[src/design/dwm_pkg.sv]
// dwm_pkg: shared types and constants for the dynamic wavelet matrix core.
// No dependencies; every other design file refers to it by scoped names.
package dwm_pkg;

    localparam int DEF_VALUE_BITS = 8;
    localparam int DEF_CAPACITY   = 1024;

    localparam int ACT_W   = 3;
    localparam int IDX_W   = 11;
    localparam int VAL_W   = 8;
    localparam int ANS_W   = 11;
    localparam int ST_W    = 2;
    localparam int LEVEL_W = 4;

    localparam logic [LEVEL_W-1:0] LEVEL_RESET = 4'd8;

    typedef enum logic [ACT_W-1:0] {
        ACT_INSERT = 3'd0,
        ACT_DELETE = 3'd1,
        ACT_SET    = 3'd2,
        ACT_ACCESS = 3'd3,
        ACT_RANK   = 3'd4,
        ACT_KTH    = 3'd5,
        ACT_RFREQ  = 3'd6,
        ACT_SELECT = 3'd7
    } t_action;

    typedef enum logic [ST_W-1:0] {
        ST_OK      = 2'd0,
        ST_FULL    = 2'd1,
        ST_RANGE   = 2'd2,
        ST_MISSING = 2'd3
    } t_status;

endpackage

[src/design/dwm_if.sv]
// dwm_if: request and response channel interfaces (valid/ready plus payload).
// Depends on dwm_pkg for field widths and codes.
interface dwm_req_if;
    logic                          valid;
    logic                          ready;
    dwm_pkg::t_action              action;
    logic [dwm_pkg::IDX_W-1:0]     index;
    logic [dwm_pkg::IDX_W-1:0]     range_left;
    logic [dwm_pkg::IDX_W-1:0]     range_right;
    logic [dwm_pkg::VAL_W-1:0]     value;

    modport source (output valid, action, index, range_left, range_right, value,
                    input ready);
    modport sink   (input valid, action, index, range_left, range_right, value,
                    output ready);
endinterface

interface dwm_rsp_if;
    logic                          valid;
    logic                          ready;
    logic [dwm_pkg::ANS_W-1:0]     answer;
    dwm_pkg::t_status              status;

    modport source (output valid, answer, status, input ready);
    modport sink   (input valid, answer, status, output ready);
endinterface

[src/design/dwm_cell.sv]
// dwm_cell: one storage cell of the element ring; holds one value and
// takes its neighbor's value whenever the ring rotates. Depends on dwm_pkg
// for the default width.
module dwm_cell #(
    parameter int W = dwm_pkg::DEF_VALUE_BITS
) (
    input  logic         i_clk,
    input  logic         i_shift,
    input  logic [W-1:0] i_d,
    output logic [W-1:0] o_q
);

    logic [W-1:0] r_val;

    always_ff @(posedge i_clk) begin
        if (i_shift) begin
            r_val <= i_d;
        end
    end

    assign o_q = r_val;

endmodule

[src/design/dynamic_wavelet_matrix_core.sv]
// Dynamic wavelet matrix core. The sequence is kept in a ring of CAPACITY
// cells, position p in cell p; every request except an early error and
// k-th smallest makes one full rotation of the ring, with the value of
// position t at the head cell while the rotation counter is t. Insert,
// delete and set edit the sequence on the fly at the ring's tail; access,
// rank, range count and select are counted at the head in the same
// rotation. K-th smallest resolves one bit per rotation, so it takes one
// rotation per level in use (level_count clamped to 1..VALUE_BITS). A
// request rejected by its range checks skips the rotation. One request is in
// flight at a time, and a new one is taken while the last result waits at
// the output register. Writing level_count empties the sequence.
module dynamic_wavelet_matrix_core #(
    parameter int VALUE_BITS = dwm_pkg::DEF_VALUE_BITS,
    parameter int CAPACITY   = dwm_pkg::DEF_CAPACITY
) (
    input  logic                        i_clk,
    input  logic                        i_rst_n,
    input  logic                        i_cfg_wr_en,
    input  logic [dwm_pkg::LEVEL_W-1:0] i_cfg_wr_data,
    dwm_req_if.sink                     i_req,
    dwm_rsp_if.source                   o_rsp
);

    localparam int PW = (CAPACITY > 1) ? $clog2(CAPACITY) : 1;  // ring position
    localparam int CW = $clog2(CAPACITY + 1);                   // element counts
    localparam int EW = (CW > dwm_pkg::IDX_W) ? CW : dwm_pkg::IDX_W;
    localparam int LV = (VALUE_BITS > 1) ? $clog2(VALUE_BITS) : 1;
    localparam int LU = $clog2(VALUE_BITS + 1) + 1;             // levels in use
    localparam int AW = dwm_pkg::ANS_W;

    typedef enum logic [1:0] {S_IDLE, S_RUN, S_FIN} t_state;

    t_state                        r_state;
    logic [dwm_pkg::LEVEL_W-1:0]   r_level;
    logic [CW-1:0]                 r_count;
    logic [PW-1:0]                 r_t;
    dwm_pkg::t_action              r_act;
    logic [EW-1:0]                 r_idx, r_lft, r_rgt, r_k;
    logic [VALUE_BITS-1:0]         r_x, r_ans_v, r_hold;
    logic [CW-1:0]                 r_acc, r_pos;
    logic                          r_found;
    logic [LV-1:0]                 r_lv;
    logic [AW-1:0]                 r_res_ans;
    dwm_pkg::t_status              r_res_st;
    logic                          r_out_valid;
    logic [AW-1:0]                 r_out_ans;
    dwm_pkg::t_status              r_out_st;

    // ring of cells; cell 0 is the head
    logic [VALUE_BITS-1:0] w_q [CAPACITY];
    logic [VALUE_BITS-1:0] w_tail;
    logic                  w_shift;

    assign w_shift = (r_state == S_RUN);

    for (genvar gi = 0; gi < CAPACITY; gi++) begin : g_ring
        if (gi == CAPACITY - 1) begin : g_tail
            dwm_cell #(.W(VALUE_BITS)) u_cell (
                .i_clk(i_clk), .i_shift(w_shift), .i_d(w_tail), .o_q(w_q[gi]));
        end else begin : g_body
            dwm_cell #(.W(VALUE_BITS)) u_cell (
                .i_clk(i_clk), .i_shift(w_shift), .i_d(w_q[gi+1]), .o_q(w_q[gi]));
        end
    end

    // levels in use, clamped to 1..VALUE_BITS, and the value mask
    logic [LU-1:0]         w_lu;
    logic [VALUE_BITS-1:0] w_mask;
    always_comb begin
        if (r_level == '0) begin
            w_lu = LU'(1);
        end else if (LU'(r_level) > LU'(VALUE_BITS)) begin
            w_lu = LU'(VALUE_BITS);
        end else begin
            w_lu = LU'(r_level);
        end
        for (int i = 0; i < VALUE_BITS; i++) begin
            w_mask[i] = (LU'(i) < w_lu);
        end
    end

    // request fields, widened for the checks
    logic [EW-1:0]         w_in_idx, w_in_lft, w_in_rgt, w_n;
    logic [VALUE_BITS-1:0] w_in_x;
    logic                  w_in_err;
    dwm_pkg::t_status      w_in_st;
    assign w_in_idx = EW'(i_req.index);
    assign w_in_lft = EW'(i_req.range_left);
    assign w_in_rgt = EW'(i_req.range_right);
    assign w_n      = EW'(r_count);
    assign w_in_x   = VALUE_BITS'(i_req.value) & w_mask;

    always_comb begin
        w_in_err = 1'b0;
        w_in_st  = dwm_pkg::ST_RANGE;
        case (i_req.action)
            dwm_pkg::ACT_INSERT: begin
                if (r_count == CW'(CAPACITY)) begin
                    w_in_err = 1'b1;
                    w_in_st  = dwm_pkg::ST_FULL;
                end else begin
                    w_in_err = (w_in_idx > w_n);
                end
            end
            dwm_pkg::ACT_DELETE, dwm_pkg::ACT_SET, dwm_pkg::ACT_ACCESS:
                w_in_err = (w_in_idx >= w_n);
            dwm_pkg::ACT_RANK:
                w_in_err = (w_in_rgt > w_n);
            dwm_pkg::ACT_KTH:
                w_in_err = (w_in_lft > w_in_rgt) || (w_in_rgt > w_n)
                           || (w_in_idx >= (w_in_rgt - w_in_lft));
            dwm_pkg::ACT_RFREQ:
                w_in_err = (w_in_lft > w_in_rgt) || (w_in_rgt > w_n);
            default:
                w_in_err = 1'b0;   // select is decided during the rotation
        endcase
    end

    // per-cycle work at the head of the ring
    logic [VALUE_BITS-1:0] w_head, w_next, n_ans_v;
    logic [EW-1:0]         w_pe;
    logic                  w_in_rng, w_in_seq, w_kth_hit, w_inc, w_sel_hit, n_found;
    logic [CW-1:0]         n_acc, n_pos;
    logic                  w_last;

    assign w_head   = w_q[0];
    assign w_next   = w_q[1];
    assign w_pe     = EW'(r_t);
    assign w_in_rng = (w_pe >= r_lft) && (w_pe < r_rgt);
    assign w_in_seq = (w_pe < w_n);
    assign w_last   = (r_t == PW'(CAPACITY - 1));
    // same prefix above the current level, zero at the level itself
    assign w_kth_hit = ((w_head >> (r_lv + 1)) == (r_ans_v >> (r_lv + 1)))
                       && !w_head[r_lv];
    assign w_sel_hit = (r_act == dwm_pkg::ACT_SELECT) && w_in_seq
                       && (w_head == r_x) && !r_found && (EW'(r_acc) == r_idx);

    always_comb begin
        case (r_act)
            dwm_pkg::ACT_RANK:   w_inc = (w_pe < r_rgt) && (w_head == r_x);
            dwm_pkg::ACT_RFREQ:  w_inc = w_in_rng && (w_head < r_x);
            dwm_pkg::ACT_KTH:    w_inc = w_in_rng && w_kth_hit;
            dwm_pkg::ACT_SELECT: w_inc = w_in_seq && (w_head == r_x);
            default:             w_inc = 1'b0;
        endcase
        n_acc   = r_acc + CW'(w_inc);
        n_found = r_found | w_sel_hit;
        n_pos   = w_sel_hit ? CW'(r_t) : r_pos;
        n_ans_v = r_ans_v;
        if ((r_act == dwm_pkg::ACT_DELETE || r_act == dwm_pkg::ACT_SET
             || r_act == dwm_pkg::ACT_ACCESS) && (w_pe == r_idx)) begin
            n_ans_v = w_head;
        end
    end

    // tail feed: this is where the sequence gets edited
    always_comb begin
        case (r_act)
            dwm_pkg::ACT_INSERT: begin
                if (w_pe < r_idx) begin
                    w_tail = w_head;
                end else if (w_pe == r_idx) begin
                    w_tail = r_x;
                end else begin
                    w_tail = r_hold;     // everything after slips by one
                end
            end
            dwm_pkg::ACT_DELETE: w_tail = (w_pe >= r_idx) ? w_next : w_head;
            dwm_pkg::ACT_SET:    w_tail = (w_pe == r_idx) ? r_x : w_head;
            default:             w_tail = w_head;
        endcase
    end

    // k-th smallest: decide this level's bit at the end of a rotation
    logic                  w_kth_one;
    logic [VALUE_BITS-1:0] w_kth_val;
    logic                  w_kth_end;
    always_comb begin
        w_kth_one = (EW'(n_acc) <= r_k);
        w_kth_val = r_ans_v;
        if (w_kth_one) begin
            w_kth_val[r_lv] = 1'b1;
        end
    end
    assign w_kth_end = w_last && (r_act == dwm_pkg::ACT_KTH);

    always_ff @(posedge i_clk) begin
        if (!i_rst_n) begin
            r_state     <= S_IDLE;
            r_level     <= dwm_pkg::LEVEL_RESET;
            r_count     <= '0;
            r_out_valid <= 1'b0;
        end else begin
            // output register: load from FIN, clear once taken
            if (r_state == S_FIN && (!r_out_valid || o_rsp.ready)) begin
                r_out_valid <= 1'b1;
            end else if (r_out_valid && o_rsp.ready) begin
                r_out_valid <= 1'b0;
            end
            if (i_cfg_wr_en) begin
                r_level <= i_cfg_wr_data;
                r_count <= '0;
            end
            case (r_state)
                S_IDLE: begin
                    if (i_req.valid) begin
                        r_act     <= i_req.action;
                        r_idx     <= w_in_idx;
                        r_lft     <= w_in_lft;
                        r_rgt     <= w_in_rgt;
                        r_k       <= w_in_idx;
                        r_x       <= w_in_x;
                        r_t       <= '0;
                        r_acc     <= '0;
                        r_pos     <= '0;
                        r_found   <= 1'b0;
                        r_ans_v   <= '0;
                        r_lv      <= LV'(w_lu - LU'(1));
                        r_res_ans <= '0;
                        if (w_in_err) begin
                            r_res_st <= w_in_st;
                            r_state  <= S_FIN;
                        end else begin
                            r_res_st <= dwm_pkg::ST_OK;
                            r_state  <= S_RUN;
                        end
                    end
                end
                S_RUN: begin
                    r_t     <= w_last ? '0 : r_t + PW'(1);
                    r_hold  <= w_head;
                    r_acc   <= w_kth_end ? '0 : n_acc;
                    r_pos   <= n_pos;
                    r_found <= n_found;
                    r_ans_v <= w_kth_end ? w_kth_val : n_ans_v;
                    if (w_last) begin
                        // k-th smallest keeps rotating until level 0 is done
                        if (r_act != dwm_pkg::ACT_KTH || r_lv == '0) begin
                            r_state <= S_FIN;
                        end
                        case (r_act)
                            dwm_pkg::ACT_INSERT: r_count <= r_count + CW'(1);
                            dwm_pkg::ACT_DELETE: begin
                                r_count   <= r_count - CW'(1);
                                r_res_ans <= AW'(n_ans_v);
                            end
                            dwm_pkg::ACT_SET, dwm_pkg::ACT_ACCESS:
                                r_res_ans <= AW'(n_ans_v);
                            dwm_pkg::ACT_RANK, dwm_pkg::ACT_RFREQ:
                                r_res_ans <= AW'(n_acc);
                            dwm_pkg::ACT_SELECT: begin
                                if (n_found) begin
                                    r_res_ans <= AW'(n_pos);
                                end else begin
                                    r_res_st <= dwm_pkg::ST_MISSING;
                                end
                            end
                            dwm_pkg::ACT_KTH: begin
                                if (w_kth_one) begin
                                    r_k <= r_k - EW'(n_acc);
                                end
                                if (r_lv == '0) begin
                                    r_res_ans <= AW'(w_kth_val);
                                end else begin
                                    r_lv <= r_lv - LV'(1);   // another rotation
                                end
                            end
                            default: r_res_ans <= '0;
                        endcase
                    end
                end
                S_FIN: begin
                    if (!r_out_valid || o_rsp.ready) begin
                        r_out_ans   <= r_res_ans;
                        r_out_st    <= r_res_st;
                        r_state     <= S_IDLE;
                    end
                end
                default: r_state <= S_IDLE;
            endcase
        end
    end

    assign i_req.ready  = (r_state == S_IDLE);
    assign o_rsp.valid  = r_out_valid;
    assign o_rsp.answer = r_out_ans;
    assign o_rsp.status = r_out_st;

endmodule

[src/flat_wrapper.sv]
// flat-port wrapper written by rule: the top's interface ports become plain ports
module dynamic_wavelet_matrix_core_flat 
#(
    parameter int VALUE_BITS = dwm_pkg::DEF_VALUE_BITS,
    parameter int CAPACITY   = dwm_pkg::DEF_CAPACITY
)
  (i_clk, i_rst_n, i_cfg_wr_en, i_cfg_wr_data, i_req_valid, i_req_action, i_req_index, i_req_range_left, i_req_range_right, i_req_value, i_req_ready, o_rsp_valid, o_rsp_answer, o_rsp_status, o_rsp_ready);
  dwm_req_if i_req_i ();
  dwm_rsp_if o_rsp_i ();
  input  logic i_clk;
  input  logic i_rst_n;
  input  logic i_cfg_wr_en;
  input  logic [dwm_pkg::LEVEL_W-1:0] i_cfg_wr_data;
  input wire logic [$bits(i_req_i.valid)-1:0] i_req_valid;
  input wire logic [$bits(i_req_i.action)-1:0] i_req_action;
  input wire logic [$bits(i_req_i.index)-1:0] i_req_index;
  input wire logic [$bits(i_req_i.range_left)-1:0] i_req_range_left;
  input wire logic [$bits(i_req_i.range_right)-1:0] i_req_range_right;
  input wire logic [$bits(i_req_i.value)-1:0] i_req_value;
  output wire logic [$bits(i_req_i.ready)-1:0] i_req_ready;
  output wire logic [$bits(o_rsp_i.valid)-1:0] o_rsp_valid;
  output wire logic [$bits(o_rsp_i.answer)-1:0] o_rsp_answer;
  output wire logic [$bits(o_rsp_i.status)-1:0] o_rsp_status;
  input wire logic [$bits(o_rsp_i.ready)-1:0] o_rsp_ready;
  assign i_req_i.valid = i_req_valid;
  assign i_req_i.action = i_req_action;
  assign i_req_i.index = i_req_index;
  assign i_req_i.range_left = i_req_range_left;
  assign i_req_i.range_right = i_req_range_right;
  assign i_req_i.value = i_req_value;
  assign i_req_ready = i_req_i.ready;
  assign o_rsp_valid = o_rsp_i.valid;
  assign o_rsp_answer = o_rsp_i.answer;
  assign o_rsp_status = o_rsp_i.status;
  assign o_rsp_i.ready = o_rsp_ready;
  dynamic_wavelet_matrix_core #(.VALUE_BITS(VALUE_BITS), .CAPACITY(CAPACITY)) u_core (.i_clk(i_clk), .i_rst_n(i_rst_n), .i_cfg_wr_en(i_cfg_wr_en), .i_cfg_wr_data(i_cfg_wr_data), .i_req(i_req_i), .o_rsp(o_rsp_i));
endmodule
[config.mk]
export PLATFORM = sky130hd
export DESIGN_NAME = dynamic_wavelet_matrix_core_flat
export DESIGN_NICKNAME = d
export VERILOG_FILES = /design/src/design/dwm_pkg.sv /design/src/design/dwm_if.sv /design/src/design/dwm_cell.sv /design/src/design/dynamic_wavelet_matrix_core.sv /design/src/flat_wrapper.sv
export SDC_FILE = /design/constraint.sdc
export NUM_CORES = 2
export LEC_CHECK = 0
export BUFFER_PORTS_ARGS = -buffer_cell sky130_fd_sc_hd__buf_2
export CAP_MARGIN = 0
export CORE_MARGIN = 4
export CORE_UTILIZATION = 50
export CTS_CLUSTER_SIZE = 16
export DETAILED_ROUTE_END_ITERATION = 10
export PLACE_DENSITY = 0.65
export SYNTH_ARGS = -nofsm -noshare
export SYNTH_HDL_FRONTEND = slang
export SYNTH_HIERARCHICAL = 1
export SYNTH_SLANG_ARGS = --single-unit
[constraint.sdc]
create_clock -name i_clk -period 298.1 [get_ports i_clk]
set_clock_uncertainty 0.05 [all_clocks]
set_input_delay 14.905 -clock i_clk [delete_from_list [all_inputs] [get_ports i_clk]]
set_output_delay 14.905 -clock i_clk [all_outputs]
set_load 0.05 [all_outputs]
==> metrics.txt <==
vias in the first global route=86,340; FF+latch count, synth=8,343; RSZ-0062 raised after global routing=no; Worst VDD drop=6.020 uV; final setup violation count=0; Critical Path AT=18.39 ns; WS Path Type=in -> reg; switching power of the nets=0.4795 mW; Gate Count Post-Synth=9,312; Worst-Skew Late Latency=1.06 ns; Critical Path Max Stage Delay=0.42 ns; number of library cell types mapped by synthesis=68; worst setup path startpoint=i_req_range_right[0]; Hold/Removal Path Class=reg -> reg; Tcrit/Tclk final=5.913%; Synth Area per Inst=27.58 um^2; Reg clk slew, reported paths=0.06 ns; Pwr per Cell Area=8.364 nW/um^2; filler cell count=35,350; drt via density=4.975; setup_tns=0 ns; Critical Path Stages=18; Synth top area share=97.35%; largest net degree at the start of global routing=223; final max-slew violation count=0; R2R cell count=10; antenna violations before repair=14; cells along the critical path=buf_2, inv_1, ha_1, inv_1, fa_1, a21o_1, a21oi_1, o21bai_1, a21oi_1, o21ai_0, and4_1, nor3_1, ha_1, nor2_1, nor4bb_1, a2bb2oi_1, nand2_1, a21o_1; WL per Instance=18.20 um; crit path max fanout=3; Synth Cell Area=256,800 um^2; Ports=68; asr flop ratio synth=0%; Multi-input gate area=5939 um^2; gr usage total=11.65%; NumNets Final=10,390; Final ANT Viol Nets=0; Max Clk Rate=56.73 MHz; DRC=0; most frequently used flop master after synthesis=edfxtp_1; status=complete, no violations; YS warnings=6; Startpoint Class=primary input; FF-to-FF setup slack=289.32 ns; R2R Path End=u_core/g_ring[220].g_body.u_cell/o_q[3]; Sinks on Clock Net=8,343; crit-path leading delay family=compound AO/OA/AOI/OAI gates; die area=525,100 um^2; Num CTS Buffers=783; Max Buffers Root-to-Sink=4; sequential area share after synthesis=97.49%; CP endpoint kind=flip-flop; DR iter-0 viols=9,053; Sequential Power Share=58.7%; port bufs=67; Tot Pwr=2.434 mW; largest area contributor in the netlist=edfxtp_1; Reg area=250,400 um^2; DR pass1 iterations=7; std cell rows=262; worst slew pin tran=1.292 ns; WP data required=298.86 ns; Post-DP HPWL=135.5 mm; GP Congestion=0.8022; Synth area leaders=edfxtp_1 97%, ha_1 0.56%, nor2_1 0.14%, a21oi_1 0.14%, dfxtp_1 0.14%; CTS root buffer=clkbuf_16; CORE AREA=510,400 um^2; Int Power=1.955 mW; drt total wl=320.1 mm; aggregate global routing overflow=0; buffers and inverters on the worst path=3; # resized after CTS=0; H-tree depth=6; count of final hold-check violations=0; part of the power in combinational logic=2.4%; Crit-path slowest cell=fa_1; Net Count, Synth=9,482; clock network power share=39.0%; via count=87,500; initial core utilization=50.31%; share of cells above drive strength 1=11.28%; Slew HR=13.08%; crit path to=u_core/r_res_st[1]; total of max-cap violations=0; r2r startpoint=u_core/r_state[0]; global-route wire length before repair=500.7 mm; Post-synth EDFFs=8,325; P&R area growth vs syn=13.33%; cell leakage power=92.16 nW; Die Y-Extent=724.7 um; Tmin final=17.63 ns; CTS Hold Bufs=0; CTS tree=done; Die W=724.7 um; Switching Share=19.70%; post-CTS setup buffers=0
## cells in the final DEF, fill, tap and decap left out, types with 21 or more instances in the layout
master and n:
edfxtp_1 8325, o21ai_0 52, a21oi_1 72, clkinvlp_4 24, nand2_1 71, nor2_1 97
mux2i_1 28, ha_1 114, nand3_1 36, a2111oi_0 21, clkbuf_16 801, clkinv_1 197
xnor2_1 26, inv_1 94, clkinv_2 109, buf_2 67, xor2_1 27, bufinv_16 61
a21o_1 23, buf_4 75, clkbuf_1 180
## per-stage QoR
| step | util [%] | setup slack (ns) | instance area (um^2) | instances | hold WS, ns |
|---|---|---|---|---|---|
| after CTS | 57.02 | 280.69 | 291000 | 17590 | 0.3419 |
| after floorplan | - | 44.86 | 256800 | 9312 | 0.3503 |
| after detailed placement | 52.17 | 279.46 | 266300 | 16160 | 0.3545 |
| final | 57.02 | 280.47 | 291000 | 17590 | 0.3396 |
| after global placement | 52.17 | 279.31 | 266300 | 16160 | 0.3505 |
| after global routing | 57.02 | 280.41 | 291000 | 17590 | 0.3444 |
## power by group through the flow
stage | logic [mW] | registers [mW] | clock network (mW)
final | 0.0576 | 1.43 | 0.948
after floorplan | 0.0422 | 2.60 | 0
after detailed placement | 0.0602 | 1.45 | 0
after global placement | 0.0568 | 1.45 | 0
after global routing | 0.0645 | 1.43 | 1.04
after CTS | 0.0593 | 1.43 | 0.986
## routing by layer
metal	global-route usage, %	wire length (um)	part of all wire, %	vias up
li1	-	-	-	39660
met1	19.52	169000	53	45490
met2	15.19	128200	40	1651
met3	2.443	14460	4.5	702
met4	3.763	8496	2.7	0
met5	0	0	0	-
## state kept, by name, summed over array words and instances, names as in the netlist, 3 cells and up
register / flops
u_core/g_ring.g_tail.u_cell/o_q: 8
u_core/r_idx: 11
u_core/r_level: 4
u_core/r_lft: 11
u_core/r_k: 11
u_core/r_hold: 8
u_core/r_rgt: 11
u_core/g_ring.g_body.u_cell/o_q: 8184
u_core/r_res_ans: 11
u_core/r_ans_v: 8
u_core/r_pos: 11
u_core/r_count: 11
u_core/r_acc: 11
u_core/r_act: 3
u_core/r_x: 8
u_core/r_t: 10
u_core/r_lv: 3
u_core/o_rsp.answer: 11
## cells in the mapped netlist (4+ instances only)
cell,n
edfxtp_1,8325
ha_1,114
nor2_1,97
inv_1,95
a21oi_1,72
nand2_1,71
o21ai_0,52
nand3_1,36
clkbuf_1,29
mux2i_1,28
xor2_1,27
xnor2_1,26
a21o_1,23
a2111oi_0,21
dfxtp_1,18
nor3_1,18
a31oi_1,17
nand2b_1,17
and3_1,15
nor2b_1,15
o21a_1,15
and2_1,12
nand4_1,11
a21boi_0,10
nor4_1,10
a22oi_1,9
nand3b_1,9
o31ai_1,9
a211oi_1,8
or3_1,8
buf_2,7
o221ai_1,6
nor3b_1,5
o211ai_1,5
or2_2,5
a221oi_1,4
and4_1,4
o2111ai_1,4
o21bai_1,4
## kinds of logic (layout without fill, tap and decap cells)
family	after synthesis	in the layout	share of synthesized area (%)
mux	32	32	0.1354
simple gates	341	341	0.6636
other cells	0	2	0
compound gates	290	290	0.7528
buf+inv	136	1677	0.2022
flops	8343	8343	97.49
xor+xnor	53	53	0.1808
fa+ha+maj	117	117	0.5788
## worst min-delay path by stage
| stage | start | to | slack [ns] | depth (start not counted) |
|---|---|---|---|---|
| 2_1_floorplan | u_core/g_ring[1001].g_body.u_cell/o_q[0] | u_core/g_ring[1000].g_body.u_cell/o_q[0] | 0.35 | 0 |
| 3_3_place_gp | u_core/g_ring[519].g_body.u_cell/o_q[2] | u_core/g_ring[518].g_body.u_cell/o_q[2] | 0.35 | 0 |
| 3_5_place_dp | u_core/g_ring[1004].g_body.u_cell/o_q[3] | u_core/g_ring[1003].g_body.u_cell/o_q[3] | 0.35 | 0 |
| 4_1_cts | u_core/g_ring[701].g_body.u_cell/o_q[2] | u_core/g_ring[700].g_body.u_cell/o_q[2] | 0.34 | 0 |
| 5_1_grt | u_core/g_ring[13].g_body.u_cell/o_q[4] | u_core/g_ring[12].g_body.u_cell/o_q[4] | 0.34 | 0 |
| 6_report | u_core/g_ring[13].g_body.u_cell/o_q[4] | u_core/g_ring[12].g_body.u_cell/o_q[4] | 0.34 | 0 |
## area by class of cell
type | count | share of cell area [%]
clock inverters | 441 | 1.379
diodes | 2 | 0.001720
multi-input cells | 833 | 2.041
well taps | 6732 | 2.894
clock buffers | 981 | 7.119
flip-flops and latches | 8343 | 86.02
repair buffers | 158 | 0.4187
inverters | 97 | 0.1277
(Power assumes the default switching activity.)
